--- src/sv/tcfs_pkg.sv ---
// Shared types, widths and constants for the triangle cull and flat shade block.
// No dependencies; every other file imports this package.
package tcfs_pkg;

  localparam int COORD_WIDTH = 16;
  localparam int COORD_FRAC  = COORD_WIDTH - 2;
  localparam int DIFF_W      = COORD_WIDTH + 1;
  localparam int PROD_W      = 2 * DIFF_W;
  localparam int NRM_W       = PROD_W + 1;
  localparam int MAG_W       = NRM_W;
  localparam int NORM_BITS   = 30;
  localparam int SHIFT_W     = $clog2(((MAG_W > NORM_BITS) ? MAG_W : NORM_BITS) + 1);
  localparam int SUM_W       = 2 * NORM_BITS + 2;
  localparam int SQRT_STEPS  = NORM_BITS + 1;
  localparam int LEN_W       = NORM_BITS + 1;
  localparam int REM_W       = LEN_W + 1;
  localparam int LVL_W       = 16;
  localparam int DIV_STEPS   = LVL_W;
  localparam int CFG_IDX_W   = 1;
  localparam int CFG_DATA_W  = 1;

  localparam logic [MAG_W-1:0] CULL_LIMIT =
    MAG_W'((64'd1 << (2 * COORD_FRAC)) / 64'd1000000);
  localparam logic [LVL_W-1:0] LVL_FLOOR = 16'd1638;

  typedef enum logic [CFG_IDX_W-1:0] {
    REG_FILL_MODE   = 1'b0,
    REG_CULL_ENABLE = 1'b1
  } cfg_reg_t;

  typedef struct packed {
    logic signed [COORD_WIDTH-1:0] ax;
    logic signed [COORD_WIDTH-1:0] ay;
    logic signed [COORD_WIDTH-1:0] az;
    logic signed [COORD_WIDTH-1:0] aw;
    logic signed [COORD_WIDTH-1:0] bx;
    logic signed [COORD_WIDTH-1:0] by_coord;
    logic signed [COORD_WIDTH-1:0] bz;
    logic signed [COORD_WIDTH-1:0] bw;
    logic signed [COORD_WIDTH-1:0] cx;
    logic signed [COORD_WIDTH-1:0] cy;
    logic signed [COORD_WIDTH-1:0] cz;
    logic signed [COORD_WIDTH-1:0] cw;
  } tcfs_tri_t;

  typedef struct packed {
    logic        visible;
    logic [31:0] argb_colour;
    logic [15:0] shade_level;
  } tcfs_res_t;

  // per-word control carried along the pipe
  typedef struct packed {
    logic vld;
    logic vis;
    logic shade;
  } tcfs_side_t;

  typedef struct packed {
    tcfs_side_t           side;
    logic [SUM_W-1:0]     v;
    logic [SUM_W-1:0]     res;
    logic [NORM_BITS-1:0] sz;
  } tcfs_sq_t;

  typedef struct packed {
    tcfs_side_t       side;
    logic [REM_W-1:0] r;
    logic [LEN_W-1:0] len;
    logic [LVL_W-1:0] q;
  } tcfs_dv_t;

  // trial bit of square root step k (largest first)
  function automatic logic [SUM_W-1:0] sqrt_bit(input int k);
    return SUM_W'(1) << (2 * (SQRT_STEPS - 1 - k));
  endfunction

endpackage

--- src/sv/tcfs_div_cell.sv ---
// One quotient bit of the restoring divide sz * 2^15 / len.
// Depends on tcfs_pkg.
module tcfs_div_cell (
  input  logic               clk,
  input  logic               rst,
  input  logic               adv,
  input  tcfs_pkg::tcfs_dv_t dv_i,
  output tcfs_pkg::tcfs_dv_t dv_o
);
  import tcfs_pkg::*;

  logic             ge;
  logic [REM_W-1:0] rem;

  always_comb begin
    ge  = dv_i.r >= REM_W'(dv_i.len);
    rem = ge ? dv_i.r - REM_W'(dv_i.len) : dv_i.r;
  end

  always_ff @(posedge clk) begin
    if (rst) begin
      dv_o.side <= '0;
    end else if (adv) begin
      dv_o.side <= dv_i.side;
      dv_o.r    <= rem << 1;
      dv_o.len  <= dv_i.len;
      dv_o.q    <= {dv_i.q[LVL_W-2:0], ge};
    end
  end

endmodule

--- config.mk ---
export PLATFORM = sky130hd
export DESIGN_NAME = tcfs_div_cell
export DESIGN_NICKNAME = d
export VERILOG_FILES = /design/src/sv/tcfs_pkg.sv /design/src/sv/tcfs_div_cell.sv
export SDC_FILE = /design/constraint.sdc
export NUM_CORES = 1
export LEC_CHECK = 0
export BUFFER_PORTS_ARGS = -buffer_cell sky130_fd_sc_hd__buf_2
export CAP_MARGIN = 20
export CELL_PAD_IN_SITES_DETAIL_PLACEMENT = 1
export CELL_PAD_IN_SITES_GLOBAL_PLACEMENT = 2
export CORE_UTILIZATION = 30
export CTS_BUF_LIST = sky130_fd_sc_hd__clkbuf_16
export CTS_CLUSTER_DIAMETER = 150
export CTS_CLUSTER_SIZE = 8
export DETAILED_ROUTE_END_ITERATION = 10
export PLACE_DENSITY = 0.78
export REMOVE_ABC_BUFFERS = 1
export SLEW_MARGIN = 20
export SYNTH_ARGS = -nofsm -noshare
export SYNTH_HDL_FRONTEND = slang
export SYNTH_SLANG_ARGS = --single-unit
--- constraint.sdc ---
create_clock -name clk -period 5.4 [get_ports clk]
set_input_delay 0.81 -clock clk [delete_from_list [all_inputs] [get_ports clk]]
set_output_delay 0.81 -clock clk [all_outputs]
set_load 0.01 [all_outputs]
-- Yosys cells after proc, flatten, opt, wreduce, memory -nomap -nowiden
Cells that the tools add are included.
- register bits: 81
- input port bits: 85
- order comparisons: 1
- mux-type cells: 1
- bitwise gates (word level): 1
- reductions and logical operators: 1
- add/subtract/negate cells: 1
- operator list (operator ; count):
    greater-or-equal comparator 32 x 31 -> 1 bit ; 1
    two-way mux 31 bit ; 1
    subtractor 31 bit ; 1
    AND reduction 2 bit ; 1
    NOT 1 bit ; 1

-- Longest topological paths before layout
- depth after elaboration: 2
- mapped depth: 14

-- Worst setup path before layout
Ideal clock, no wire load.
- path type: input port to flip-flop
- start: input rst
- end: register dv_o[0] (netlist name), enable pin
- buffers on the path: 0
- arrival time: 4289 ps
- library setup time: 525 ps
- path slack: 586 ps
- required time: 4875 ps
- cell stages on the path: 1
- cell sequence: nor2b_1
- word-level cells in the longest chain between the ends: 2
- RTL lines (element ; RTL line ; source):
    from (decl) ; tcfs_div_cell.sv:5 ; input logic rst,
    NOT 1 bit (no line) ; -- ;
    AND reduction 2 bit (no line) ; -- ;
    to (decl) ; tcfs_div_cell.sv:8 ; output tcfs_pkg::tcfs_dv_t dv_o
Every way passes these cells.
A chain may end at the register's enable or synchronous reset.

-- Final worst setup path
- start: input dv_i[47] (netlist name)
- end: register dv_o[77] (netlist name) (data pin)
- word-level cells in the longest chain between the ends: 2
- elaborated cells between the ends (all ways): 3
- those cells by class: add/sub: 1; order compare: 1; mux: 1
- RTL lines (element ; RTL line ; source):
    from (decl) ; tcfs_div_cell.sv:7 ; input tcfs_pkg::tcfs_dv_t dv_i,
    subtractor 31 bit / greater-or-equal comparator 32 x 31 -> 1 bit (equally long branches) ; tcfs_div_cell.sv:17, tcfs_div_cell.sv:16 ;
    two-way mux 31 bit * ; tcfs_div_cell.sv:17 ; rem = ge ? dv_i.r - REM_W'(dv_i.len) : dv_i.r;
    named net rem[29] ; tcfs_div_cell.sv:13 ; logic [REM_W-1:0] rem;
The timed path passes the listed nets; every way through them passes the cells marked *.

==> metrics.txt <==
final max-slew violation count 0; vias post-DR 3,881; count of warnings emitted by yosys 0; Data required, critical path 5560 ps; skew final 0 ps; flip-flop count of the largest register, all copies and words added 81; post-cts sizing count 0; pin slew with the least headroom to its limit 929 ps; P&R area growth vs syn 28.4%; Root Driver sky130_fd_sc_hd__clkbuf_16; number of core rows 44; maximum number of pins on one net before global-route repair 48; Mapped Cells 427; hold_buf cts 0; H-tree depth 3; wire per inst 16.0 um; capturing element type of the critical path flop; post-detailed-route count of antenna-violating nets 0; Reg with most FFs dv_o; time the worst path needs with I/O delays and setup 3840 ps; post-CTS setup-driven buffer insertion count 0; Clock Pin Slew Worst Setup and Hold Paths 60 ps; Fin. Hold Viols 0; critical path peak fanout 47; wire length reported by the detailed router 12.5 mm; worst hold path type flop to flop; detailed-route vias per instance 4.95; layout cells sized above 1 31.3%; distinct cell type count after synthesis 56; Design Area, Final 0.00587 mm^2; number of antenna cells inserted 0; main flop type after synthesis sky130_fd_sc_hd__edfxtp_1; registers with the most flip-flops dv_o x81; Worst-Skew Late Latency 340 ps; number of violations reported at the end of detailed-routing iteration 0 197; Area after DPL 0.00557 mm^2; result of the run complete, but fails checks; max-cap violation count 0; FF-to-FF path depth 2; RePlAce Congestion 0.777; number of buffers inserted during clock tree synthesis 9; Worst VDD drop 0.125 mV; synthesized cell area 0.00457 mm^2; violated checks design-rule violations; data arrival time of the critical path 3990 ps; WS Path Type input pin to flop; number of enable flip-flop cells after synthesis 78; drt pass-1 iters 8; initial core utilization 31.1%; upper clock frequency limit 261 MHz; floorplan die width 125 um; Final setup violation count 0; number of global-route vias before repair 4,069; drt drc 19; first-pass GRT wire length 20.3 mm; startpoint types input pin; Hold Path Cell Cnt 2; share of synthesized registers carrying an async set or reset 0%; Setup TNS Final 0 ps; number of antenna violations at the first check in global routing 0; number of top-level design ports 167; worst slew margin relative to its limit 37.9%; overall die height 125 um; clk sink count 81; detailed placer's ending HPWL 9.66 mm; count of nets after finishing 712; Core Box Area 0.0147 mm^2; count of input and output buffers 164; synthesized area divided by synthesized cell count 10.7 um^2; static power due to leakage 2.60 nW; post-synthesis sequential area ratio 52.6%; Seq cells post-synth 81; number of buffers between clock root and the deepest sink 2; leftover overflow at the end of global routing 0; clock tree from TritonCTS built; unrepaired setup endpoints after global routing false; part of the cycle the worst path needs 71.0%; total power per unit cell area 305 mW/mm^2; floorplan die area 0.0157 mm^2; overall fraction of global-route tracks in use 16.4%
## cell usage after synthesis, drive strengths merged (2+ instances only)
cell type | count | area (um^2)
nand4 | 2 | 12.5
nor2 | 48 | 188
ha | 31 | 388
nor3 | 7 | 35.0
edfxtp | 78 | 2340
a211o | 3 | 26.3
a21oi | 49 | 253
a2111oi | 2 | 23.8
o21ai | 20 | 100
a211oi | 8 | 65.1
nand2b | 3 | 18.8
nand3 | 5 | 25.0
nor2b | 5 | 31.3
a221oi | 2 | 17.5
and2 | 3 | 18.8
buf | 6 | 57.6
o21a | 4 | 30.0
dfxtp | 3 | 60.1
o311a | 2 | 20.0
and3 | 3 | 18.8
o21bai | 4 | 30.0
o211ai | 4 | 30.0
a311oi | 2 | 17.5
inv | 43 | 161
clkbuf | 2 | 7.51
mux2i | 3 | 30.0
xnor2 | 12 | 105
o31ai | 5 | 37.5
a21o | 6 | 45.0
xor2 | 11 | 96.3
nand2 | 34 | 128
## routing by layer
| layer | wire (um) | GRT usage, % | vias to the layer above |
|---|---|---|---|
| met2 | 5870 | 27.5 | 124 |
| met4 | 191 | 5.45 | 0 |
| met5 | 0 | 0 | - |
| met1 | 5740 | 20.7 | 1850 |
| met3 | 744 | 4.07 | 15 |
| li1 | - | - | 1892 |
## final cells by class
class                   instances  area, um^2
inverters                      43         161
fillers                      1727        8830
flip-flops and latches         81        2400
well taps                     184         230
multi-input cells             295        1950
repair buffers                165         828
clock buffers                   9         225
clock inverters                 7        71.3
## layout by cell type (no fill, tap or decap), types with 5 or more instances in the layout
cell type and instances:
sky130_fd_sc_hd__a211oi_1 7, sky130_fd_sc_hd__a21o_1 6, sky130_fd_sc_hd__a21oi_1 47, sky130_fd_sc_hd__buf_2 164, sky130_fd_sc_hd__clkbuf_16 9, sky130_fd_sc_hd__edfxtp_1 78, sky130_fd_sc_hd__ha_1 31, sky130_fd_sc_hd__inv_1 42
sky130_fd_sc_hd__nand2_1 34, sky130_fd_sc_hd__nand3_1 5, sky130_fd_sc_hd__nor2_1 47, sky130_fd_sc_hd__nor3_1 7, sky130_fd_sc_hd__o21ai_0 19, sky130_fd_sc_hd__o31ai_1 5, sky130_fd_sc_hd__xnor2_1 12, sky130_fd_sc_hd__xor2_1 11
## metrics by stage
stage / total power, W / hold WS, ps / setup WS, ps / instances / util [%]
after floorplan: 0.00103 / 528 / 586 / 419 / -
after global placement: 0.00117 / 467 / 1230 / 768 / 37.9
after detailed placement: 0.00118 / 489 / 1220 / 768 / 37.9
after CTS: 0.00182 / 507 / 1550 / 784 / 39.9
after global routing: 0.00188 / 526 / 1320 / 784 / 39.9
final: 0.00179 / 497 / 1560 / 784 / 39.9
## critical path, stage by stage
cell	delay (ps)
sky130_fd_sc_hd__buf_2	100
sky130_fd_sc_hd__inv_1	40
sky130_fd_sc_hd__ha_1	200
sky130_fd_sc_hd__fa_1	410
sky130_fd_sc_hd__nor2b_1	200
sky130_fd_sc_hd__o31ai_1	110
sky130_fd_sc_hd__a21oi_1	260
sky130_fd_sc_hd__o21ai_0	280
sky130_fd_sc_hd__a211oi_2	310
sky130_fd_sc_hd__nor2_4	160
sky130_fd_sc_hd__inv_2	620
sky130_fd_sc_hd__o211ai_1	190
sky130_fd_sc_hd__o32ai_1	280
## where the power goes
group / switching [W] / total (W) / internal, W
sequential: 0.0000121 / 0.000768 / 0.000756
combinational: 0.000237 / 0.000399 / 0.000162
clock: 0.000263 / 0.000621 / 0.000358
## path summary, 6_finish.rpt
check	slack (ps)	startpoint	endpoint
setup reg to reg	4780	dv_o[80]	dv_o[80]
hold / removal	500	dv_o[79]	dv_o[79]
setup / recovery	1560	dv_i[47]	dv_o[77]
hold reg to reg	500	dv_o[79]	dv_o[79]
## kinds of logic after synthesis
group / count (synthesis) / share of synthesized area (%)
mux: 3 / 0.657
flops: 81 / 52.6
xor+xnor: 23 / 4.41
fa+ha+maj: 32 / 8.92
buf+inv: 51 / 4.95
other cells: 1 / 0.0820
compound gates: 121 / 17.2
simple gates: 115 / 11.2
Note: power is estimated with default switching activity, not from simulation.
