$ cat config.mk
export PLATFORM = sky130hd
export DESIGN_NAME = tcfs_out
export DESIGN_NICKNAME = d
export VERILOG_FILES = /design/src/sv/tcfs_pkg.sv /design/src/sv/tcfs_out.sv
export SDC_FILE = /design/constraint.sdc
export NUM_CORES = 1
export LEC_CHECK = 0
export BUFFER_PORTS_ARGS = -buffer_cell sky130_fd_sc_hd__buf_2
export CAP_MARGIN = 10
export CORE_UTILIZATION = 30
export DETAILED_ROUTE_END_ITERATION = 6
export PLACE_DENSITY = 0.52
export SYNTH_ARGS = -nofsm -noshare
export SYNTH_HDL_FRONTEND = slang
export SYNTH_SLANG_ARGS = --single-unit
$ cat constraint.sdc
create_clock -name clk -period 12.15 [get_ports clk]
set_clock_uncertainty 0.05 [all_clocks]
set_input_delay 1.215 -clock clk [delete_from_list [all_inputs] [get_ports clk]]
set_output_delay 1.215 -clock clk [all_outputs]
set_load 0.02 [all_outputs]
$ cat src/sv/tcfs_pkg.sv
// Shared types, widths and constants for the triangle cull and flat shade block.
// No dependencies; every other file imports this package.
package tcfs_pkg;

  localparam int COORD_WIDTH = 16;
  localparam int COORD_FRAC  = COORD_WIDTH - 2;
  localparam int DIFF_W      = COORD_WIDTH + 1;
  localparam int PROD_W      = 2 * DIFF_W;
  localparam int NRM_W       = PROD_W + 1;
  localparam int MAG_W       = NRM_W;
  localparam int NORM_BITS   = 30;
  localparam int SHIFT_W     = $clog2(((MAG_W > NORM_BITS) ? MAG_W : NORM_BITS) + 1);
  localparam int SUM_W       = 2 * NORM_BITS + 2;
  localparam int SQRT_STEPS  = NORM_BITS + 1;
  localparam int LEN_W       = NORM_BITS + 1;
  localparam int REM_W       = LEN_W + 1;
  localparam int LVL_W       = 16;
  localparam int DIV_STEPS   = LVL_W;
  localparam int CFG_IDX_W   = 1;
  localparam int CFG_DATA_W  = 1;

  localparam logic [MAG_W-1:0] CULL_LIMIT =
    MAG_W'((64'd1 << (2 * COORD_FRAC)) / 64'd1000000);
  localparam logic [LVL_W-1:0] LVL_FLOOR = 16'd1638;

  typedef enum logic [CFG_IDX_W-1:0] {
    REG_FILL_MODE   = 1'b0,
    REG_CULL_ENABLE = 1'b1
  } cfg_reg_t;

  typedef struct packed {
    logic signed [COORD_WIDTH-1:0] ax;
    logic signed [COORD_WIDTH-1:0] ay;
    logic signed [COORD_WIDTH-1:0] az;
    logic signed [COORD_WIDTH-1:0] aw;
    logic signed [COORD_WIDTH-1:0] bx;
    logic signed [COORD_WIDTH-1:0] by_coord;
    logic signed [COORD_WIDTH-1:0] bz;
    logic signed [COORD_WIDTH-1:0] bw;
    logic signed [COORD_WIDTH-1:0] cx;
    logic signed [COORD_WIDTH-1:0] cy;
    logic signed [COORD_WIDTH-1:0] cz;
    logic signed [COORD_WIDTH-1:0] cw;
  } tcfs_tri_t;

  typedef struct packed {
    logic        visible;
    logic [31:0] argb_colour;
    logic [15:0] shade_level;
  } tcfs_res_t;

  // per-word control carried along the pipe
  typedef struct packed {
    logic vld;
    logic vis;
    logic shade;
  } tcfs_side_t;

  typedef struct packed {
    tcfs_side_t           side;
    logic [SUM_W-1:0]     v;
    logic [SUM_W-1:0]     res;
    logic [NORM_BITS-1:0] sz;
  } tcfs_sq_t;

  typedef struct packed {
    tcfs_side_t       side;
    logic [REM_W-1:0] r;
    logic [LEN_W-1:0] len;
    logic [LVL_W-1:0] q;
  } tcfs_dv_t;

  // trial bit of square root step k (largest first)
  function automatic logic [SUM_W-1:0] sqrt_bit(input int k);
    return SUM_W'(1) << (2 * (SQRT_STEPS - 1 - k));
  endfunction

endpackage

$ cat src/sv/tcfs_out.sv
// Colour packing, output register and skid word.
// Depends on tcfs_pkg.
module tcfs_out (
  input  logic                clk,
  input  logic                rst,
  input  tcfs_pkg::tcfs_dv_t  dv_i,
  input  logic                fill_mode,
  output logic                adv,
  output logic                out_vld,
  input  logic                out_rdy,
  output tcfs_pkg::tcfs_res_t out_data,
  output logic                skid_vld
);
  import tcfs_pkg::*;

  tcfs_res_t        new_res, skid_data;
  logic [LVL_W-1:0] lvl_raw, lvl;
  logic [LVL_W+7:0] pr, pg;
  logic             pipe_go, out_free;

  always_comb begin
    lvl_raw = dv_i.side.shade ? dv_i.q : '0;
    lvl     = (lvl_raw < LVL_FLOOR) ? LVL_FLOOR : lvl_raw;
    pr      = (LVL_W+8)'(lvl) * (LVL_W+8)'(100);
    pg      = (LVL_W+8)'(lvl) * (LVL_W+8)'(255);
    new_res = '0;
    if (dv_i.side.vis) begin
      new_res.visible = 1'b1;
      if (!fill_mode) begin
        new_res.argb_colour = 32'hFFFF_FFFF;
      end else begin
        new_res.argb_colour = {8'hFF, pr[LVL_W+6:LVL_W-1], pg[LVL_W+6:LVL_W-1],
                               pg[LVL_W+6:LVL_W-1]};
        new_res.shade_level = lvl;
      end
    end
  end

  assign adv      = !skid_vld;
  assign pipe_go  = adv && dv_i.side.vld;
  assign out_free = !out_vld || out_rdy;

  always_ff @(posedge clk) begin
    if (rst) begin
      out_vld  <= 1'b0;
      skid_vld <= 1'b0;
    end else if (out_free) begin
      if (skid_vld) begin
        out_vld  <= 1'b1;
        skid_vld <= 1'b0;
      end else begin
        out_vld <= pipe_go;
      end
    end else if (pipe_go) begin
      skid_vld <= 1'b1;
    end
  end

  always_ff @(posedge clk) begin
    if (out_free) begin
      out_data <= skid_vld ? skid_data : new_res;
    end else if (pipe_go) begin
      skid_data <= new_res;
    end
  end

endmodule

# Yosys cells after proc, flatten, opt, wreduce, memory -nomap -nowiden
# Index checks and enable logic that the tools add are counted.
[totals] in_bits=86 ff_bits=100 word_cells=25 output_inout_bits=52
[op_classes] n_reduce_logical=6 order_cmp=1 multipliers=2 n_mux=7 n_bitwise=1
[ops] operator="49-bit 2-to-1 mux" n=2
[ops] operator="16-bit 2-to-1 mux" n=3
[ops] operator="24-bit 2-to-1 mux" n=1
[ops] operator="16-bit by 8-bit multiplier with 23-bit output (second input constant)" n=1
[ops] operator="16-bit by 5-bit multiplier with 21-bit output (second input constant)" n=1
[ops] operator="16-bit by 11-bit less-than comparator with 1-bit output (second input constant)" n=1
[ops] operator="1-bit zero test" n=2
[ops] operator="2-bit AND reduction" n=1
[ops] operator="2-bit OR reduction" n=1
[ops] operator="1-bit logical AND" n=1
[ops] operator="1-bit logical OR" n=1
[ops] operator="1-bit 2-to-1 mux" n=1
[ops] operator="1-bit NOT" n=1

# Longest topological paths before layout
[logic_depth] word_depth=7 mapped_depth=25

# Least setup slack after synthesis
# Ideal clock, no wire load.
[synth_timing] path_kind="input-to-reg" from="in dv_i[79] in the netlist's numbering" to="reg skid_data[30] in the netlist's numbering, data pin" setup_time_ns=0.275 arrival_time_ns=6.309 path_buffers=2 stages=22 required_ns=11.825 setup_slack_ns=5.516 cell_sequence="buf_6 o211a_1 a21oi_2 o221a_2 buf_2 a21oi_1 inv_1 fa_1 fa_1 fa_1 inv_1 fa_1 inv_1 ha_1 a21oi_1 o21ai_1 or3_1 o21ai_1 a21oi_2 a31oi_1 xor2_1 a21boi_0"
[synth_via] elab_chain_cells=6
[synth_rtl] element="from (decl)" line_no="tcfs_out.sv:6" text="input tcfs_pkg::tcfs_dv_t dv_i,"
[synth_rtl] element="16-bit 2-to-1 mux *" line_no="tcfs_out.sv:22" text="lvl_raw = dv_i.side.shade ? dv_i.q : '0;"
[synth_rtl] element="16-bit by 11-bit less-than comparator with 1-bit output" line_no="tcfs_out.sv:23" text="lvl = (lvl_raw < LVL_FLOOR) ? LVL_FLOOR : lvl_raw;"
[synth_rtl] element="16-bit 2-to-1 mux *" line_no="tcfs_out.sv:23"
[synth_rtl] element="16-bit by 8-bit multiplier with 23-bit output *" line_no="tcfs_out.sv:25" text="pg = (LVL_W+8)'(lvl) * (LVL_W+8)'(255);"
[synth_rtl] element="24-bit 2-to-1 mux *" line_no="tcfs_out.sv:29" text="if (!fill_mode) begin"
[synth_rtl] element="49-bit 2-to-1 mux *" line_no="tcfs_out.sv:27" text="if (dv_i.side.vis) begin"
[synth_rtl] element="to (signal assigned)" line_no="tcfs_out.sv:63" text="skid_data <= new_res;"
[synth_rtl] element="to (decl)" line_no="tcfs_out.sv:16" text="tcfs_res_t new_res, skid_data;"
# Mark *: on every way between the ends. The rest lies on a longest branch, timed or not.
# A chain may end at the register's enable or synchronous reset.

# Worst setup path in the final report
[layout_timing] from="in dv_i[79] in the netlist's numbering" to="reg out_data[25] in the netlist's numbering, data pin"
[layout_via] elab_chain_cells=7
[layout_rtl] element="16-bit 2-to-1 mux *" line_no="tcfs_out.sv:22"
[layout_rtl] element="16-bit by 11-bit less-than comparator with 1-bit output" line_no="tcfs_out.sv:23"
[layout_rtl] element="16-bit 2-to-1 mux *" line_no="tcfs_out.sv:23"
[layout_rtl] element="16-bit by 8-bit multiplier with 23-bit output *" line_no="tcfs_out.sv:25"
[layout_rtl] element="24-bit 2-to-1 mux *" line_no="tcfs_out.sv:29"
[layout_rtl] element="49-bit 2-to-1 mux *" line_no="tcfs_out.sv:27"
[layout_rtl] element="49-bit 2-to-1 mux *" line_no="tcfs_out.sv:61" text="out_data <= skid_vld ? skid_data : new_res;"
[layout_rtl] element="to (signal assigned)" line_no="tcfs_out.sv:61"
[layout_rtl] element="to (decl)" line_no="tcfs_out.sv:11" text="output tcfs_pkg::tcfs_res_t out_data,"
# Marked as above.

==> impl_metrics.yaml <==
worst_setup_path:
  critPathMaxStageDelay_ps: 670
  path_max_fanout: 16
  startpoint: "dv_i[79]"
  cp-end-kind: "register"
  cp.required_ps: 12300
  crit_top_cell: "inv_1"
  r2r-start: "out_vld"
  crit_type: "in2reg"
  startpoint_type: "primary input"
  path_cells: "buf_2 > nand2_1 > ha_1 > o221a_2 > a21oi_1 > inv_1 > fa_1 > inv_1 > fa_1 > inv_1 > fa_1 > inv_1 > fa_1 > inv_1 > ha_1 > nand2_1 > o21ai_0 > a21oi_1 > o32a_1 > nor3b_1 > o31ai_1 > a22o_1"
  crit_arrival_ps: 7610
  critPathSlowestCell: "fa_1"
clock_network:
  max-clock-path-buffers: 2
  ctsHoldBuffers: 0
  cts_buffers: 9
  post_cts_buffers: 0
  root_buffer: "clkbuf_16"
  cts.clk_slew.worst_paths_ps: 60
  cts_tree: "built"
  h-tree-depth: 3
  cts_resized: 0
  cts_sinks: 68
  clk_latency_ps: 330
synthesis:
  netlist_instances: 673
  ys_seq_elements: 68
  synth_area_mm2: 0.006949
  ys_warn_count: 0
  ys_types: 56
  synth_edf_count: 66
  synth_seq_area_share: 0.2910
  synth_fp_nets: 921
  synth.avg_cell_area_um2: 10.33
  async_flop_share: 0
  ys.flop_type: "edfxtp_1"
final_layout:
  diodes: 0
  final_cell_mix: "inv_1 (160), ha_1 (84), fa_1 (78), buf_2 (74), edfxtp_1 (66)"
  syn_to_final_growth_pct: 12.37
  layout_commonest_cell: "inv_1"
  fin_nets: 977
  fillers: 2326
  drive_gt1_frac: 0.1514
timing:
  finalCriticalPeriod_ps: 7464
  setup_tns_ps: 0
  hold_viol_final: 0
  fmax_mhz: 134.0
  final-setup-viol-count: 0
  slew_violations: 0
  tightest_slew_ps: 879.9
  post-route-period-util: 0.6143
  max-slew-margin-rel: 0.4134
  rsz0062_at_grt: "false"
  fin_hold_ws_ps: 468.7
global_route:
  grt_pass1_vias: 4786
  overflow: 0
  grt_antenna_before_repair: 1
  gr-usage-all-layers: 0.1244
  grt_pass1_wl_mm: 23.41
  grt_max_degree: 54
die:
  rows: 55
  start_util: 0.3060
  io_pins: 138
  dieWidth_um: 154.2
  die_h_um: 154.2
  core_mm2: 0.02271
  fp.dieArea_mm2: 0.02378
routing:
  vias: 4654
  drtIter0Drc: 129
  firstDrtPassIters: 4
  drc_errors: 0
  wirelength_mm: 13.71
  viasPerCell: 4.572
  detail-route-antenna-nets: 0
  wire_per_inst_um: 13.46
pwr:
  powerDensity_mw_per_mm2: 201.2
  leakage_nw: 3.838
  ir_worst_vdd_mv: 0.05326
placed_design:
  place_hpwl_mm: 11.55
  place.gp.congestion: 0.7963
  port_buffers: 74
min_path:
  min-delay-start: "skid_data[8]"
  hold_class: "reg2reg"
outcome:
  outcome: "finished clean"
job:
  maxCapViolCount: 0
[cell families (layout without fill, tap and decap cells)]
group	count (synthesis)	after routing	share of synthesized area
buf+inv	194	254	0.1149
compound gates	120	120	0.1181
mux	3	3	0.005401
xor+xnor	17	17	0.02251
fa+ha+maj	162	162	0.3759
simple gates	109	109	0.07220
flops	68	68	0.2910
[cells in the mapped netlist, types with 4 or more instances]
cell / number / area, um^2
o31ai_1: 19 / 142.6
edfxtp_1: 66 / 1982
a21oi_1: 42 / 210.2
nand3_1: 9 / 45.04
and2_1: 5 / 31.28
nor2_1: 26 / 97.59
ha_1: 84 / 1051
o21ai_1: 5 / 25.02
o21ai_0: 5 / 25.02
xnor2_1: 9 / 78.83
a21boi_1: 9 / 67.56
inv_1: 160 / 600.6
clkbuf_1: 11 / 41.29
xor2_1: 7 / 61.31
buf_1: 4 / 15.01
a22o_1: 5 / 43.79
nor3_1: 7 / 35.03
buf_4: 16 / 120.1
fa_1: 78 / 1562
nand2_1: 42 / 157.7
a21o_1: 5 / 37.54
a21boi_0: 6 / 45.04
[metrics by stage]
step / power, mW / worst slack, ps / instance area, um^2 / util / std cells
2_1_floorplan: 1.093 / 5516 / 6949 / - / 673
3_3_place_gp: 1.327 / 4352 / 7525 / 0.3314 / 1003
3_5_place_dp: 1.329 / 4278 / 7525 / 0.3314 / 1003
4_1_cts: 1.595 / 4622 / 7809 / 0.3439 / 1018
5_1_grt: 1.742 / 4302 / 7809 / 0.3439 / 1018
6_report: 1.571 / 4686 / 7809 / 0.3439 / 1018
[area by class of cell]
type	count	area, um^2	area share
Tap cell	285	356.6	0.04567
Inverter	160	600.6	0.07691
Sequential cell	68	2023	0.2591
Timing Repair Buffer	79	407.9	0.05224
Clock buffer	11	232.7	0.02980
Clock inverter	4	51.30	0.006569
Multi-Input combinational cell	411	4136	0.5297
[final timing paths]
path                   end  slack, ps  cells after the start
max           out_data[25]       4690                     22
min            out_data[8]        470                      2
max reg2reg  skid_data[37]      10170                      3
min reg2reg    out_data[8]        470                      2
[worst max-delay path, delay by kind of cell]
family                     cells  cell delay (ps)
adders and majority gates      6             2870
and+or+nand+nor                3              380
buffers and inverters          6              930
AOI/OAI and AO/OA              7             2210
[where the power goes]
part / switching, mW / internal [mW]
registers: 0.00760 / 0.297
clock network: 0.0949 / 0.158
logic: 0.611 / 0.403
[state kept, by name, indices dropped and copies added (netlist names)]
name and cells:
skid_data 33, out_data 33, skid_vld 1, out_vld 1
[layer usage]
layer | up-vias | global-route usage | routed length (um)
li1 | 2310 | - | -
met1 | 2250 | 0.1639 | 6497
met2 | 78 | 0.2113 | 6648
met3 | 14 | 0.01541 | 325
met4 | 2 | 0.04190 | 216
met5 | - | 0 | 17
Note: power is estimated with default switching activity, not from simulation.
