File: src/sv/tcfs_pkg.sv
// Shared types, widths and constants for the triangle cull and flat shade block.
// No dependencies; every other file imports this package.
package tcfs_pkg;

  localparam int COORD_WIDTH = 16;
  localparam int COORD_FRAC  = COORD_WIDTH - 2;
  localparam int DIFF_W      = COORD_WIDTH + 1;
  localparam int PROD_W      = 2 * DIFF_W;
  localparam int NRM_W       = PROD_W + 1;
  localparam int MAG_W       = NRM_W;
  localparam int NORM_BITS   = 30;
  localparam int SHIFT_W     = $clog2(((MAG_W > NORM_BITS) ? MAG_W : NORM_BITS) + 1);
  localparam int SUM_W       = 2 * NORM_BITS + 2;
  localparam int SQRT_STEPS  = NORM_BITS + 1;
  localparam int LEN_W       = NORM_BITS + 1;
  localparam int REM_W       = LEN_W + 1;
  localparam int LVL_W       = 16;
  localparam int DIV_STEPS   = LVL_W;
  localparam int CFG_IDX_W   = 1;
  localparam int CFG_DATA_W  = 1;

  localparam logic [MAG_W-1:0] CULL_LIMIT =
    MAG_W'((64'd1 << (2 * COORD_FRAC)) / 64'd1000000);
  localparam logic [LVL_W-1:0] LVL_FLOOR = 16'd1638;

  typedef enum logic [CFG_IDX_W-1:0] {
    REG_FILL_MODE   = 1'b0,
    REG_CULL_ENABLE = 1'b1
  } cfg_reg_t;

  typedef struct packed {
    logic signed [COORD_WIDTH-1:0] ax;
    logic signed [COORD_WIDTH-1:0] ay;
    logic signed [COORD_WIDTH-1:0] az;
    logic signed [COORD_WIDTH-1:0] aw;
    logic signed [COORD_WIDTH-1:0] bx;
    logic signed [COORD_WIDTH-1:0] by_coord;
    logic signed [COORD_WIDTH-1:0] bz;
    logic signed [COORD_WIDTH-1:0] bw;
    logic signed [COORD_WIDTH-1:0] cx;
    logic signed [COORD_WIDTH-1:0] cy;
    logic signed [COORD_WIDTH-1:0] cz;
    logic signed [COORD_WIDTH-1:0] cw;
  } tcfs_tri_t;

  typedef struct packed {
    logic        visible;
    logic [31:0] argb_colour;
    logic [15:0] shade_level;
  } tcfs_res_t;

  // per-word control carried along the pipe
  typedef struct packed {
    logic vld;
    logic vis;
    logic shade;
  } tcfs_side_t;

  typedef struct packed {
    tcfs_side_t           side;
    logic [SUM_W-1:0]     v;
    logic [SUM_W-1:0]     res;
    logic [NORM_BITS-1:0] sz;
  } tcfs_sq_t;

  typedef struct packed {
    tcfs_side_t       side;
    logic [REM_W-1:0] r;
    logic [LEN_W-1:0] len;
    logic [LVL_W-1:0] q;
  } tcfs_dv_t;

  // trial bit of square root step k (largest first)
  function automatic logic [SUM_W-1:0] sqrt_bit(input int k);
    return SUM_W'(1) << (2 * (SQRT_STEPS - 1 - k));
  endfunction

endpackage

File: src/sv/tcfs_sqrt_cell.sv
// One digit of the integer square root; cells chain into the full root.
// Depends on tcfs_pkg.
module tcfs_sqrt_cell (
  input  logic                          clk,
  input  logic                          rst,
  input  logic                          adv,
  input  logic [tcfs_pkg::SUM_W-1:0]    trial,
  input  tcfs_pkg::tcfs_sq_t            sq_i,
  output tcfs_pkg::tcfs_sq_t            sq_o
);
  import tcfs_pkg::*;

  logic [SUM_W-1:0] cand;
  logic             take;

  always_comb begin
    cand = sq_i.res + trial;
    take = sq_i.v >= cand;
  end

  always_ff @(posedge clk) begin
    if (rst) begin
      sq_o.side <= '0;
    end else if (adv) begin
      sq_o.side <= sq_i.side;
      sq_o.v    <= take ? sq_i.v - cand : sq_i.v;
      sq_o.res  <= take ? (sq_i.res >> 1) + trial : sq_i.res >> 1;
      sq_o.sz   <= sq_i.sz;
    end
  end

endmodule

File: config.mk
export PLATFORM = sky130hd
export DESIGN_NAME = tcfs_sqrt_cell
export DESIGN_NICKNAME = d
export VERILOG_FILES = /design/src/sv/tcfs_pkg.sv /design/src/sv/tcfs_sqrt_cell.sv
export SDC_FILE = /design/constraint.sdc
export NUM_CORES = 1
export LEC_CHECK = 0
export BUFFER_PORTS_ARGS = -buffer_cell sky130_fd_sc_hd__buf_2
export CAP_MARGIN = 20
export CORE_UTILIZATION = 50
export CTS_BUF_LIST = sky130_fd_sc_hd__clkbuf_4 sky130_fd_sc_hd__clkbuf_8
export CTS_CLUSTER_DIAMETER = 200
export DETAILED_ROUTE_END_ITERATION = 7
export PLACE_DENSITY = 0.81
export SYNTH_ARGS = -nofsm -noshare
export SYNTH_HDL_FRONTEND = slang
export SYNTH_SLANG_ARGS = --single-unit
File: constraint.sdc
create_clock -name clk -period 13.2 [get_ports clk]
set_input_delay 2.64 -clock clk [delete_from_list [all_inputs] [get_ports clk]]
set_output_delay 2.64 -clock clk [all_outputs]
set_load 0.05 [all_outputs]
=== Word level (Yosys, flattened, before mapping) ===
Cells that the tools add are included.

* $add $sub $neg: 3
* $lt $le $gt $ge: 1
* Multiplexer cells: 2
* Bitwise logic cells: 1
* Reductions and logical operators: 1

{| class="wikitable"
|+ Operator list
! cell !! count
|-
| adder 61 x 62 -> 62 bit || 1
|-
| adder 62 bit || 1
|-
| greater-or-equal comparator 62 bit || 1
|-
| two-way mux 62 bit || 1
|-
| subtractor 62 bit || 1
|-
| two-way mux 61 bit || 1
|-
| AND reduction 2 bit || 1
|-
| inverter 1 bit || 1
|}

* Flip-flop bits (word level): 157
* Bits of input ports: 222
* Output and inout bits: 157

=== Logic depth before layout (Yosys ltp) ===
Gate-level depths: netlist (run 1).

* Depth in word-level cells: 3
* Mapped depth: 28
* Mapped depth without buffers: 24

=== Worst setup path after synthesis (run 1) ===
Ideal clock, no wire load.

* Path kind: in2reg
* From: in rst
* To: reg sq_o[0] (netlist name), enable pin
* Data arrival time: 9.466 ns
* Required time: 12.509 ns
* Path slack: 3.043 ns
* Stages: 1
* Buffers on the path: 0
* Cell sequence: nor2b_1

* Longest elaborated chain between the ends: 2

{| class="wikitable"
|+ Ends and longest elaborated chain
! element !! RTL line !! source
|-
| start, declared || tcfs_sqrt_cell.sv:5 || <nowiki>input logic rst,</nowiki>
|-
| inverter 1 bit (no source line) || n/a ||
|-
| AND reduction 2 bit (no source line) || n/a ||
|-
| end, declared || tcfs_sqrt_cell.sv:9 || <nowiki>output tcfs_pkg::tcfs_sq_t sq_o</nowiki>
|}

Every way passes these cells.
A chain may end at the register's enable or synchronous reset.

=== Worst setup path after layout (run 1) ===
* From: in trial[0] (netlist name)
* To: reg sq_o[125] (netlist name) (data pin)

* Longest elaborated chain between the ends: 3

{| class="wikitable"
|+ Ends and longest elaborated chain
! element !! RTL line !! source
|-
| start, declared || tcfs_sqrt_cell.sv:7 || <nowiki>input logic [tcfs_pkg::SUM_W-1:0] trial,</nowiki>
|-
| adder 62 bit * || tcfs_sqrt_cell.sv:17 || <nowiki>cand = sq_i.res + trial;</nowiki>
|-
| subtractor 62 bit or greater-or-equal comparator 62 bit (tied branches) || tcfs_sqrt_cell.sv:26, tcfs_sqrt_cell.sv:18 ||
|-
| two-way mux 62 bit * || tcfs_sqrt_cell.sv:26 || <nowiki>sq_o.v <= take ? sq_i.v - cand : sq_i.v;</nowiki>
|}

Mark *: on every way between the ends. The rest lies on a longest branch, timed or not.

==> metrics.txt, run 1 <==
# TYPE chip_impl_metric gauge
chip_impl_metric{name="postCtsSetupBuffers",unit=""} 0
chip_impl_metric{name="placed_cells",unit=""} 2754
chip_impl_metric{name="post-synth-top-area-fraction",unit=""} 0.273
chip_impl_metric{name="yosys-mux-area-fraction",unit=""} 0.00753
chip_impl_metric{name="port_buffers",unit=""} 378
chip_impl_metric{name="ctsResizeCount",unit=""} 0
chip_impl_info{name="timing.rr.end",value="sq_o[154]"} 1
chip_impl_metric{name="complex_gate_fraction_of_the_synthesized_area",unit=""} 0.289
chip_impl_metric{name="grt_antenna_before_repair",unit=""} 11
chip_impl_metric{name="cts.sink_count",unit=""} 157
chip_impl_info{name="failed_checks",value="design-rule violations"} 1
chip_impl_metric{name="ys_types",unit=""} 89
chip_impl_metric{name="p_leak",unit="nW"} 8.54
chip_impl_metric{name="multi_input_comb_area",unit="mm²"} 0.0117
chip_impl_metric{name="initial_core_util",unit=""} 0.506
chip_impl_info{name="critPathLaunchType",value="input pin"} 1
chip_impl_info{name="largest_registers",value="sq_o: 157 flops"} 1
chip_impl_metric{name="largest_net_degree_at_the_start_of_global_routing",unit=""} 87
chip_impl_info{name="yosys-top-cells-area",value="sky130_fd_sc_hd__edfxtp_1 27%, sky130_fd_sc_hd__ha_1 14%, sky130_fd_sc_hd__a21oi_1 6.6%"} 1
chip_impl_metric{name="hold_slack",unit="ps"} 501
chip_impl_metric{name="dieHeight",unit="µm"} 186
chip_impl_metric{name="power_density",unit="mW/mm²"} 134
chip_impl_info{name="cpMaxStageDelayCell",value="sky130_fd_sc_hd__buf_4"} 1
chip_impl_metric{name="num_rows",unit=""} 67
chip_impl_metric{name="finalWirelength",unit="mm"} 53.4
chip_impl_metric{name="first_iter_violations",unit=""} 1347
chip_impl_metric{name="timing.max_slew.rel_slack",unit=""} 0.319
chip_impl_metric{name="slowest_delay",unit="ps"} 820
chip_impl_metric{name="synthXorXnorAreaFrac",unit=""} 0.0879
chip_impl_metric{name="clock_tree.htree_level_count",unit=""} 4
chip_impl_metric{name="synth_async_sr_flop_share",unit=""} 0
chip_impl_info{name="type_of_destination_of_the_critical_path",value="flip-flop"} 1
chip_impl_metric{name="achievable-frequency",unit="MHz"} 111
chip_impl_metric{name="hpwlAfterDp",unit="mm"} 43.0
chip_impl_metric{name="max_cap_viol_count",unit=""} 0
chip_impl_metric{name="hold_buffers",unit=""} 0
chip_impl_metric{name="synth-warning-count",unit=""} 0
chip_impl_metric{name="first_pass_iters",unit=""} 8
chip_impl_metric{name="post_synthesis_cell_area",unit="mm²"} 0.0169
chip_impl_metric{name="wire_per_inst",unit="µm"} 19.1
chip_impl_metric{name="synth.ff_latch_count",unit=""} 157
chip_impl_metric{name="final-seq-area",unit="mm²"} 0.00468
chip_impl_info{name="run_status",value="finished, violations left"} 1
chip_impl_info{name="cts_tree",value="yes"} 1
chip_impl_metric{name="first_global_vias",unit=""} 15700
chip_impl_metric{name="die-width",unit="µm"} 186
chip_impl_metric{name="report.final.slew_viol_count",unit=""} 0
chip_impl_metric{name="syn_inst",unit=""} 2018
chip_impl_metric{name="flip_flop_count_of_the_largest_register_all_copies_and_words_added",unit=""} 157
chip_impl_info{name="cp_common_cell",value="sky130_fd_sc_hd__o21ai_0"} 1
chip_impl_info{name="crit_path_end",value="sq_o[125]"} 1
chip_impl_metric{name="critPathRequiredTime",unit="ps"} 13380
chip_impl_metric{name="drive_above_1_share",unit=""} 0.205
chip_impl_metric{name="clock_path_buffers",unit=""} 2
chip_impl_metric{name="ioPinCount",unit=""} 379
chip_impl_metric{name="grtUsageTotal",unit=""} 0.304
chip_impl_metric{name="post-route-drc-count",unit=""} 1
chip_impl_info{name="class_of_the_most_critical_setup_path",value="in2reg"} 1
chip_impl_info{name="worstHoldPathType",value="reg2reg"} 1
chip_impl_metric{name="fin_util",unit=""} 0.582
chip_impl_info{name="ctsRootBufferMaster",value="sky130_fd_sc_hd__clkbuf_8"} 1
chip_impl_metric{name="synth_nets",unit=""} 2427
chip_impl_metric{name="totalNegativeSetupSlack",unit="ps"} 0
chip_impl_metric{name="synth_enable_flop_cells",unit=""} 154
chip_impl_metric{name="worst_r2r_path_depth",unit=""} 2
chip_impl_metric{name="synth.yosys.seq_area_share",unit=""} 0.277
chip_impl_metric{name="path_clk_slew",unit="ps"} 100
chip_impl_metric{name="grt_pass1_wl",unit="mm"} 82.3
chip_impl_metric{name="tightestPinTransition",unit="ps"} 1020
chip_impl_metric{name="finClkSkew",unit="ps"} 0
chip_impl_info{name="r2r-start",value="sq_o[154]"} 1
chip_impl_metric{name="gp_congestion",unit=""} 0.934
chip_impl_metric{name="areaGrowthSynthToFinish",unit="%"} 15.0
chip_impl_metric{name="power.ir.vdd_worst",unit="mV"} 0.0711
chip_impl_metric{name="timing.critical_path.arrival",unit="ps"} 9200
chip_impl_metric{name="clock_period_minus_final_worst_setup_slack",unit="ps"} 9020
chip_impl_metric{name="core_area",unit="mm²"} 0.0334
chip_impl_metric{name="ff2ff_setup_slack",unit="ps"} 12600
chip_impl_info{name="worstPathCellList",value="buf_2 -> ha_1 -> inv_1 -> fa_1 -> nor2b_1 -> o31ai_1 -> a21oi_1 -> o211ai_1 -> nand2_1 -> inv_1 -> o21ai_0 -> a21boi_0 -> o21ai_0 -> xnor2_1 -> ha_1 -> and4_1 -> a221o_1 -> a2bb2oi_1 -> a21oi_1 -> or3_4 -> a21oi_4 -> o21a_4 -> buf_4 -> o21ai_0"} 1
chip_impl_metric{name="setup_viol_count_final",unit=""} 0
chip_impl_metric{name="synth_simple_gate_area_share",unit=""} 0.164
chip_impl_metric{name="post_route_fraction_of_the_period_consumed_by_the_critical_path",unit=""} 0.683
chip_impl_metric{name="post_layout_cell_count",unit=""} 2793
chip_impl_metric{name="final_hold_viol_count",unit=""} 0
chip_impl_info{name="yosys.cell_count.top_type",value="sky130_fd_sc_hd__nand2_1"} 1
chip_impl_info{name="post-synth-top-area-cell",value="sky130_fd_sc_hd__edfxtp_1"} 1
chip_impl_metric{name="globalRoute.totalOverflow",unit=""} 0
chip_impl_info{name="setup.worst_path.start",value="trial[0]"} 1
chip_impl_metric{name="adder_cell_area_share_of_the_yosys_netlist",unit=""} 0.139
chip_impl_metric{name="viasPerCell",unit=""} 6.08
chip_impl_metric{name="insertion_delay",unit="ps"} 480
chip_impl_metric{name="nNetsFinal",unit=""} 2734
chip_impl_metric{name="syn-mean-instance-area",unit="µm²"} 8.39
chip_impl_info{name="combinational_family_with_the_most_area_after_synthesis",value="compound AO/OA/AOI/OAI gates"} 1
chip_impl_metric{name="worstPathMaxFanout",unit=""} 86
chip_impl_metric{name="number_of_inserted_filler_cells_in_the_final_layout",unit=""} 3099
chip_impl_info{name="synthFlopType",value="sky130_fd_sc_hd__edfxtp_1"} 1
chip_impl_metric{name="tritoncts.num_buffers",unit=""} 17
chip_impl_info{name="registers.top_by_ff_count",value="sq_o"} 1
chip_impl_metric{name="fp.dieArea",unit="mm²"} 0.0346
chip_impl_info{name="synth_top_cells_by_count",value="247 x sky130_fd_sc_hd__nand2_1, 224 x sky130_fd_sc_hd__a21oi_1, 184 x sky130_fd_sc_hd__ha_1, 165 x sky130_fd_sc_hd__o21ai_0, 154 x sky130_fd_sc_hd__edfxtp_1"} 1
chip_impl_metric{name="route.antenna.remaining_nets",unit=""} 0
chip_impl_metric{name="detailroute.via_count",unit=""} 17000
chip_impl_info{name="rsz0062_at_grt",value="false"} 1
[cell families after synthesis]
family | Yosys count
compound gates | 771
xor+xnor | 170
fa+ha+maj | 187
buf+inv | 138
flops | 157
mux | 12
simple gates | 583
[placed cells by master (no fill, tap or decap), types with 11 or more instances in the layout]
master,Yosys,routed
sky130_fd_sc_hd__o21ai_1,40,41
sky130_fd_sc_hd__nor2b_1,18,17
sky130_fd_sc_hd__nor2_1,99,99
sky130_fd_sc_hd__nand2b_1,20,20
sky130_fd_sc_hd__nand4_1,51,51
sky130_fd_sc_hd__xnor2_1,81,81
sky130_fd_sc_hd__a21o_1,111,111
sky130_fd_sc_hd__o31ai_1,13,13
sky130_fd_sc_hd__o21a_1,30,29
sky130_fd_sc_hd__a211oi_1,20,20
sky130_fd_sc_hd__a31oi_1,21,21
sky130_fd_sc_hd__ha_1,184,184
sky130_fd_sc_hd__a21boi_0,11,11
sky130_fd_sc_hd__o21bai_1,27,27
sky130_fd_sc_hd__inv_1,41,41
sky130_fd_sc_hd__xor2_1,89,89
sky130_fd_sc_hd__edfxtp_1,154,154
sky130_fd_sc_hd__nor3_1,29,29
sky130_fd_sc_hd__nand3_1,44,44
sky130_fd_sc_hd__o21ai_2,13,13
sky130_fd_sc_hd__o21ai_0,165,164
sky130_fd_sc_hd__a211o_1,12,12
sky130_fd_sc_hd__nand2_2,11,11
sky130_fd_sc_hd__clkbuf_8,0,19
sky130_fd_sc_hd__nand2_1,247,247
sky130_fd_sc_hd__a21oi_1,224,224
sky130_fd_sc_hd__buf_2,23,378
[layout make-up]
class,count,share of cell area
Antenna cell,7,0.000900
Clock buffer,20,0.0138
Clock inverter,12,0.00945
Inverter,41,0.00790
Multi-Input combinational cell,1723,0.599
Sequential cell,157,0.241
Tap cell,448,0.0288
Timing Repair Buffer,385,0.0999
[per-layer routing]
| layer | up-vias | global-route usage | share of wire |
|---|---|---|---|
| li1 | 8201 | - | - |
| met4 | 8 | 0.115 | 0.030 |
| met1 | 7877 | 0.409 | 0.44 |
| met2 | 790 | 0.487 | 0.45 |
| met3 | 115 | 0.0475 | 0.074 |
| met5 | - | 0 | 0.00088 |
[worst min path at each step]
| stage | startpoint | to | slack [ps] | cells after the start |
|---|---|---|---|---|
| final | sq_o[156] | sq_o[156] | 500 | 2 |
| after floorplan | sq_o[154] | sq_o[154] | 730 | 2 |
| after global placement | sq_o[155] | sq_o[155] | 470 | 2 |
| after detailed placement | sq_o[156] | sq_o[156] | 480 | 2 |
| after global routing | sq_o[156] | sq_o[156] | 550 | 2 |
| after CTS | sq_o[156] | sq_o[156] | 500 | 2 |
[critical path: cells and delay by family]
family,cells,cell delay (ps)
xor+xnor,1,150
compound gates,12,3550
simple gates,4,900
buf+inv,4,1080
fa+ha+maj,3,820
[metrics by stage]
| step | cell area (µm²) | total power [mW] | setup WS, ps |
|---|---|---|---|
| after floorplan | 16900 | 1.82 | 3040 |
| after global placement | 19000 | 2.14 | 3980 |
| after detailed placement | 19000 | 2.16 | 3750 |
| after CTS | 19500 | 2.60 | 4250 |
| after global routing | 19500 | 2.77 | 3580 |
| final | 19500 | 2.61 | 4180 |
[power by group]
group          switching [mW]  internal (mW)  total [mW]
clock network           0.219          0.220       0.439
registers              0.0212          0.658       0.679
logic                   0.999          0.498        1.50
Power figures use the tool's default switching activity.
==> run 2: changes to the inputs <==
- PLACE_DENSITY: 0.81 -> 0.84
- clock period: 13.2 -> 7.8 ns (I/O delays scaled with it)
==> run 2 against run 1 <==
Net effect: the run now ends clean; sequential power is 69% higher; register-to-register slack worse by 5400 ps; clock-buffer cell count increased by 2; flip-flop and latch count unchanged; critical path depth grew 1; largest cell class unchanged; critical endpoint is now sq_o[33].
==> metrics.txt, run 2 (synthesized netlist as in run 1, its figures left out) <==
# TYPE chip_impl_metric gauge
chip_impl_metric{name="ff2ff_setup_slack",unit="ps"} 7190
chip_impl_info{name="type_of_destination_of_the_critical_path",value="flip-flop"} 1
chip_impl_metric{name="finClkSkew",unit="ps"} 0
chip_impl_metric{name="core_area",unit="mm²"} 0.0334
chip_impl_metric{name="grtUsageTotal",unit=""} 0.306
chip_impl_metric{name="nNetsFinal",unit=""} 2742
chip_impl_metric{name="max_cap_viol_count",unit=""} 0
chip_impl_metric{name="fp.dieArea",unit="mm²"} 0.0346
chip_impl_info{name="class_of_the_most_critical_setup_path",value="in2reg"} 1
chip_impl_metric{name="critPathRequiredTime",unit="ps"} 8040
chip_impl_metric{name="die-width",unit="µm"} 186
chip_impl_info{name="registers.top_by_ff_count",value="sq_o"} 1
chip_impl_metric{name="finalWirelength",unit="mm"} 53.2
chip_impl_metric{name="power.ir.vdd_worst",unit="mV"} 0.132
chip_impl_metric{name="drive_above_1_share",unit=""} 0.208
chip_impl_metric{name="globalRoute.totalOverflow",unit=""} 0
chip_impl_metric{name="ioPinCount",unit=""} 379
chip_impl_info{name="cts_tree",value="yes"} 1
chip_impl_metric{name="grt_antenna_before_repair",unit=""} 3
chip_impl_metric{name="postCtsSetupBuffers",unit=""} 0
chip_impl_metric{name="hpwlAfterDp",unit="mm"} 43.3
chip_impl_metric{name="dieHeight",unit="µm"} 186
chip_impl_metric{name="clock_path_buffers",unit=""} 2
chip_impl_metric{name="achievable-frequency",unit="MHz"} 141
chip_impl_metric{name="clock_tree.htree_level_count",unit=""} 4
chip_impl_metric{name="areaGrowthSynthToFinish",unit="%"} 15.5
chip_impl_metric{name="post-route-drc-count",unit=""} 0
chip_impl_metric{name="worst_r2r_path_depth",unit=""} 2
chip_impl_info{name="setup.worst_path.start",value="trial[0]"} 1
chip_impl_metric{name="first_pass_iters",unit=""} 6
chip_impl_metric{name="worstPathMaxFanout",unit=""} 45
chip_impl_metric{name="tightestPinTransition",unit="ps"} 930
chip_impl_metric{name="largest_net_degree_at_the_start_of_global_routing",unit=""} 71
chip_impl_metric{name="num_rows",unit=""} 67
chip_impl_info{name="timing.rr.end",value="sq_o[156]"} 1
chip_impl_metric{name="p_leak",unit="nW"} 8.59
chip_impl_metric{name="hold_buffers",unit=""} 0
chip_impl_metric{name="power_density",unit="mW/mm²"} 228
chip_impl_info{name="rsz0062_at_grt",value="false"} 1
chip_impl_metric{name="dpl_cell_area",unit="mm²"} 0.0191
chip_impl_metric{name="cts.sink_count",unit=""} 157
chip_impl_metric{name="grt_pass1_wl",unit="mm"} 83.2
chip_impl_metric{name="setup_viol_count_final",unit=""} 0
chip_impl_info{name="critPathLaunchType",value="input pin"} 1
chip_impl_metric{name="multi_input_comb_area",unit="mm²"} 0.0117
chip_impl_metric{name="flip_flop_count_of_the_largest_register_all_copies_and_words_added",unit=""} 157
chip_impl_metric{name="final-seq-area",unit="mm²"} 0.00468
chip_impl_metric{name="first_global_vias",unit=""} 16000
chip_impl_metric{name="path_clk_slew",unit="ps"} 100
chip_impl_metric{name="insertion_delay",unit="ps"} 490
chip_impl_metric{name="initial_core_util",unit=""} 0.506
chip_impl_metric{name="post_route_fraction_of_the_period_consumed_by_the_critical_path",unit=""} 0.909
chip_impl_metric{name="ctsResizeCount",unit=""} 0
chip_impl_metric{name="final_hold_viol_count",unit=""} 0
chip_impl_metric{name="number_of_inserted_filler_cells_in_the_final_layout",unit=""} 3038
chip_impl_metric{name="final_area",unit="mm²"} 0.0196
chip_impl_info{name="r2r-start",value="sq_o[156]"} 1
chip_impl_metric{name="wire_per_inst",unit="µm"} 19.0
chip_impl_info{name="run_status",value="finished clean"} 1
chip_impl_metric{name="totalNegativeSetupSlack",unit="ps"} 0
chip_impl_info{name="ctsRootBufferMaster",value="sky130_fd_sc_hd__clkbuf_8"} 1
chip_impl_metric{name="first_iter_violations",unit=""} 1617
chip_impl_metric{name="timing.max_slew.rel_slack",unit=""} 0.378
chip_impl_info{name="worstHoldPathType",value="reg2reg"} 1
chip_impl_metric{name="detailroute.via_count",unit=""} 17100
chip_impl_metric{name="port_buffers",unit=""} 378
chip_impl_info{name="final_cell_mix",value="378 x sky130_fd_sc_hd__buf_2, 247 x sky130_fd_sc_hd__nand2_1, 224 x sky130_fd_sc_hd__a21oi_1"} 1
chip_impl_metric{name="viasPerCell",unit=""} 6.10
chip_impl_metric{name="tritoncts.num_buffers",unit=""} 17
chip_impl_info{name="mostFrequentLayoutCell",value="sky130_fd_sc_hd__buf_2"} 1
chip_impl_metric{name="route.antenna.remaining_nets",unit=""} 0
chip_impl_metric{name="total_power",unit="mW"} 4.45
chip_impl_info{name="largest_registers",value="sq_o: 157 flops"} 1
chip_impl_metric{name="clock_period_minus_final_worst_setup_slack",unit="ps"} 7090
chip_impl_metric{name="report.final.slew_viol_count",unit=""} 0
chip_impl_metric{name="timing.critical_path.arrival",unit="ps"} 7330
chip_impl_info{name="crit_path_end",value="sq_o[33]"} 1
chip_impl_metric{name="gp_congestion",unit=""} 0.969
-- run 2: cell count changes in the layout (fill, tap and decap cells not counted), sizes merged --
cell	previous run	this run
buf	385	393
diode	7	3
clkbuf	20	22
inv	43	41
bufinv	4	5
clkinv	2	1
-- run 2: final cells by class --
cell class / count / share of cell area
Antenna cell: 3 / 0.000384
Clock buffer: 22 / 0.0142
Clock inverter: 10 / 0.00966
Inverter: 41 / 0.00787
Multi-Input combinational cell: 1723 / 0.596
Sequential cell: 157 / 0.239
Tap cell: 448 / 0.0287
Timing Repair Buffer: 393 / 0.104
-- run 2: where the power goes --
group | total (mW) | switching (mW) | internal, mW
clock network | 0.753 | 0.349 | 0.404
logic | 2.55 | 1.69 | 0.865
registers | 1.15 | 0.0372 | 1.11
-- run 2: layer usage --
metal / up-vias / track usage / share of wire
met2: 782 / 0.493 / 0.45
met1: 7952 / 0.408 / 0.44
li1: 8206 / - / -
met3: 128 / 0.0413 / 0.074
met4: 0 / 0.129 / 0.036
met5: - / 0 / 0
-- run 2: critical path, stage by stage --
cell and delay (ps):
sky130_fd_sc_hd__buf_2 110, sky130_fd_sc_hd__ha_1 230, sky130_fd_sc_hd__inv_1 80, sky130_fd_sc_hd__fa_1 210
sky130_fd_sc_hd__nor2b_1 80, sky130_fd_sc_hd__o31ai_1 490, sky130_fd_sc_hd__a21oi_1 200, sky130_fd_sc_hd__o211ai_1 320
sky130_fd_sc_hd__buf_4 180, sky130_fd_sc_hd__nand2_1 80, sky130_fd_sc_hd__inv_1 70, sky130_fd_sc_hd__o21ai_0 130
sky130_fd_sc_hd__a21boi_0 300, sky130_fd_sc_hd__o21ai_0 140, sky130_fd_sc_hd__xnor2_1 170, sky130_fd_sc_hd__ha_1 380
sky130_fd_sc_hd__and4_1 280, sky130_fd_sc_hd__a221o_1 340, sky130_fd_sc_hd__a2bb2oi_1 200, sky130_fd_sc_hd__a21oi_1 100
sky130_fd_sc_hd__or3_4 410, sky130_fd_sc_hd__a21oi_4 220, sky130_fd_sc_hd__o21a_4 400, sky130_fd_sc_hd__buf_4 420
sky130_fd_sc_hd__o21ai_0 190
-- run 2: worst min-delay path by stage --
stage	startpoint	endpoint	slack [ps]	cells past startpoint
after floorplan	sq_o[154]	sq_o[154]	730	2
after global placement	sq_o[155]	sq_o[155]	470	2
after detailed placement	sq_o[155]	sq_o[155]	500	2
after CTS	sq_o[155]	sq_o[155]	520	2
after global routing	sq_o[155]	sq_o[155]	560	2
final	sq_o[155]	sq_o[155]	500	2
-- run 2: metrics by stage --
step / util / setup WS (ps) / cells / hold slack (ps)
6_report: 0.585 / 712 / 2797 / 505
5_1_grt: 0.585 / 399 / 2797 / 559
4_1_cts: 0.585 / 840 / 2794 / 520
3_5_place_dp: 0.571 / 326 / 2762 / 501
3_3_place_gp: 0.571 / 465 / 2762 / 468
2_1_floorplan: - / 1300 / 2018 / 733
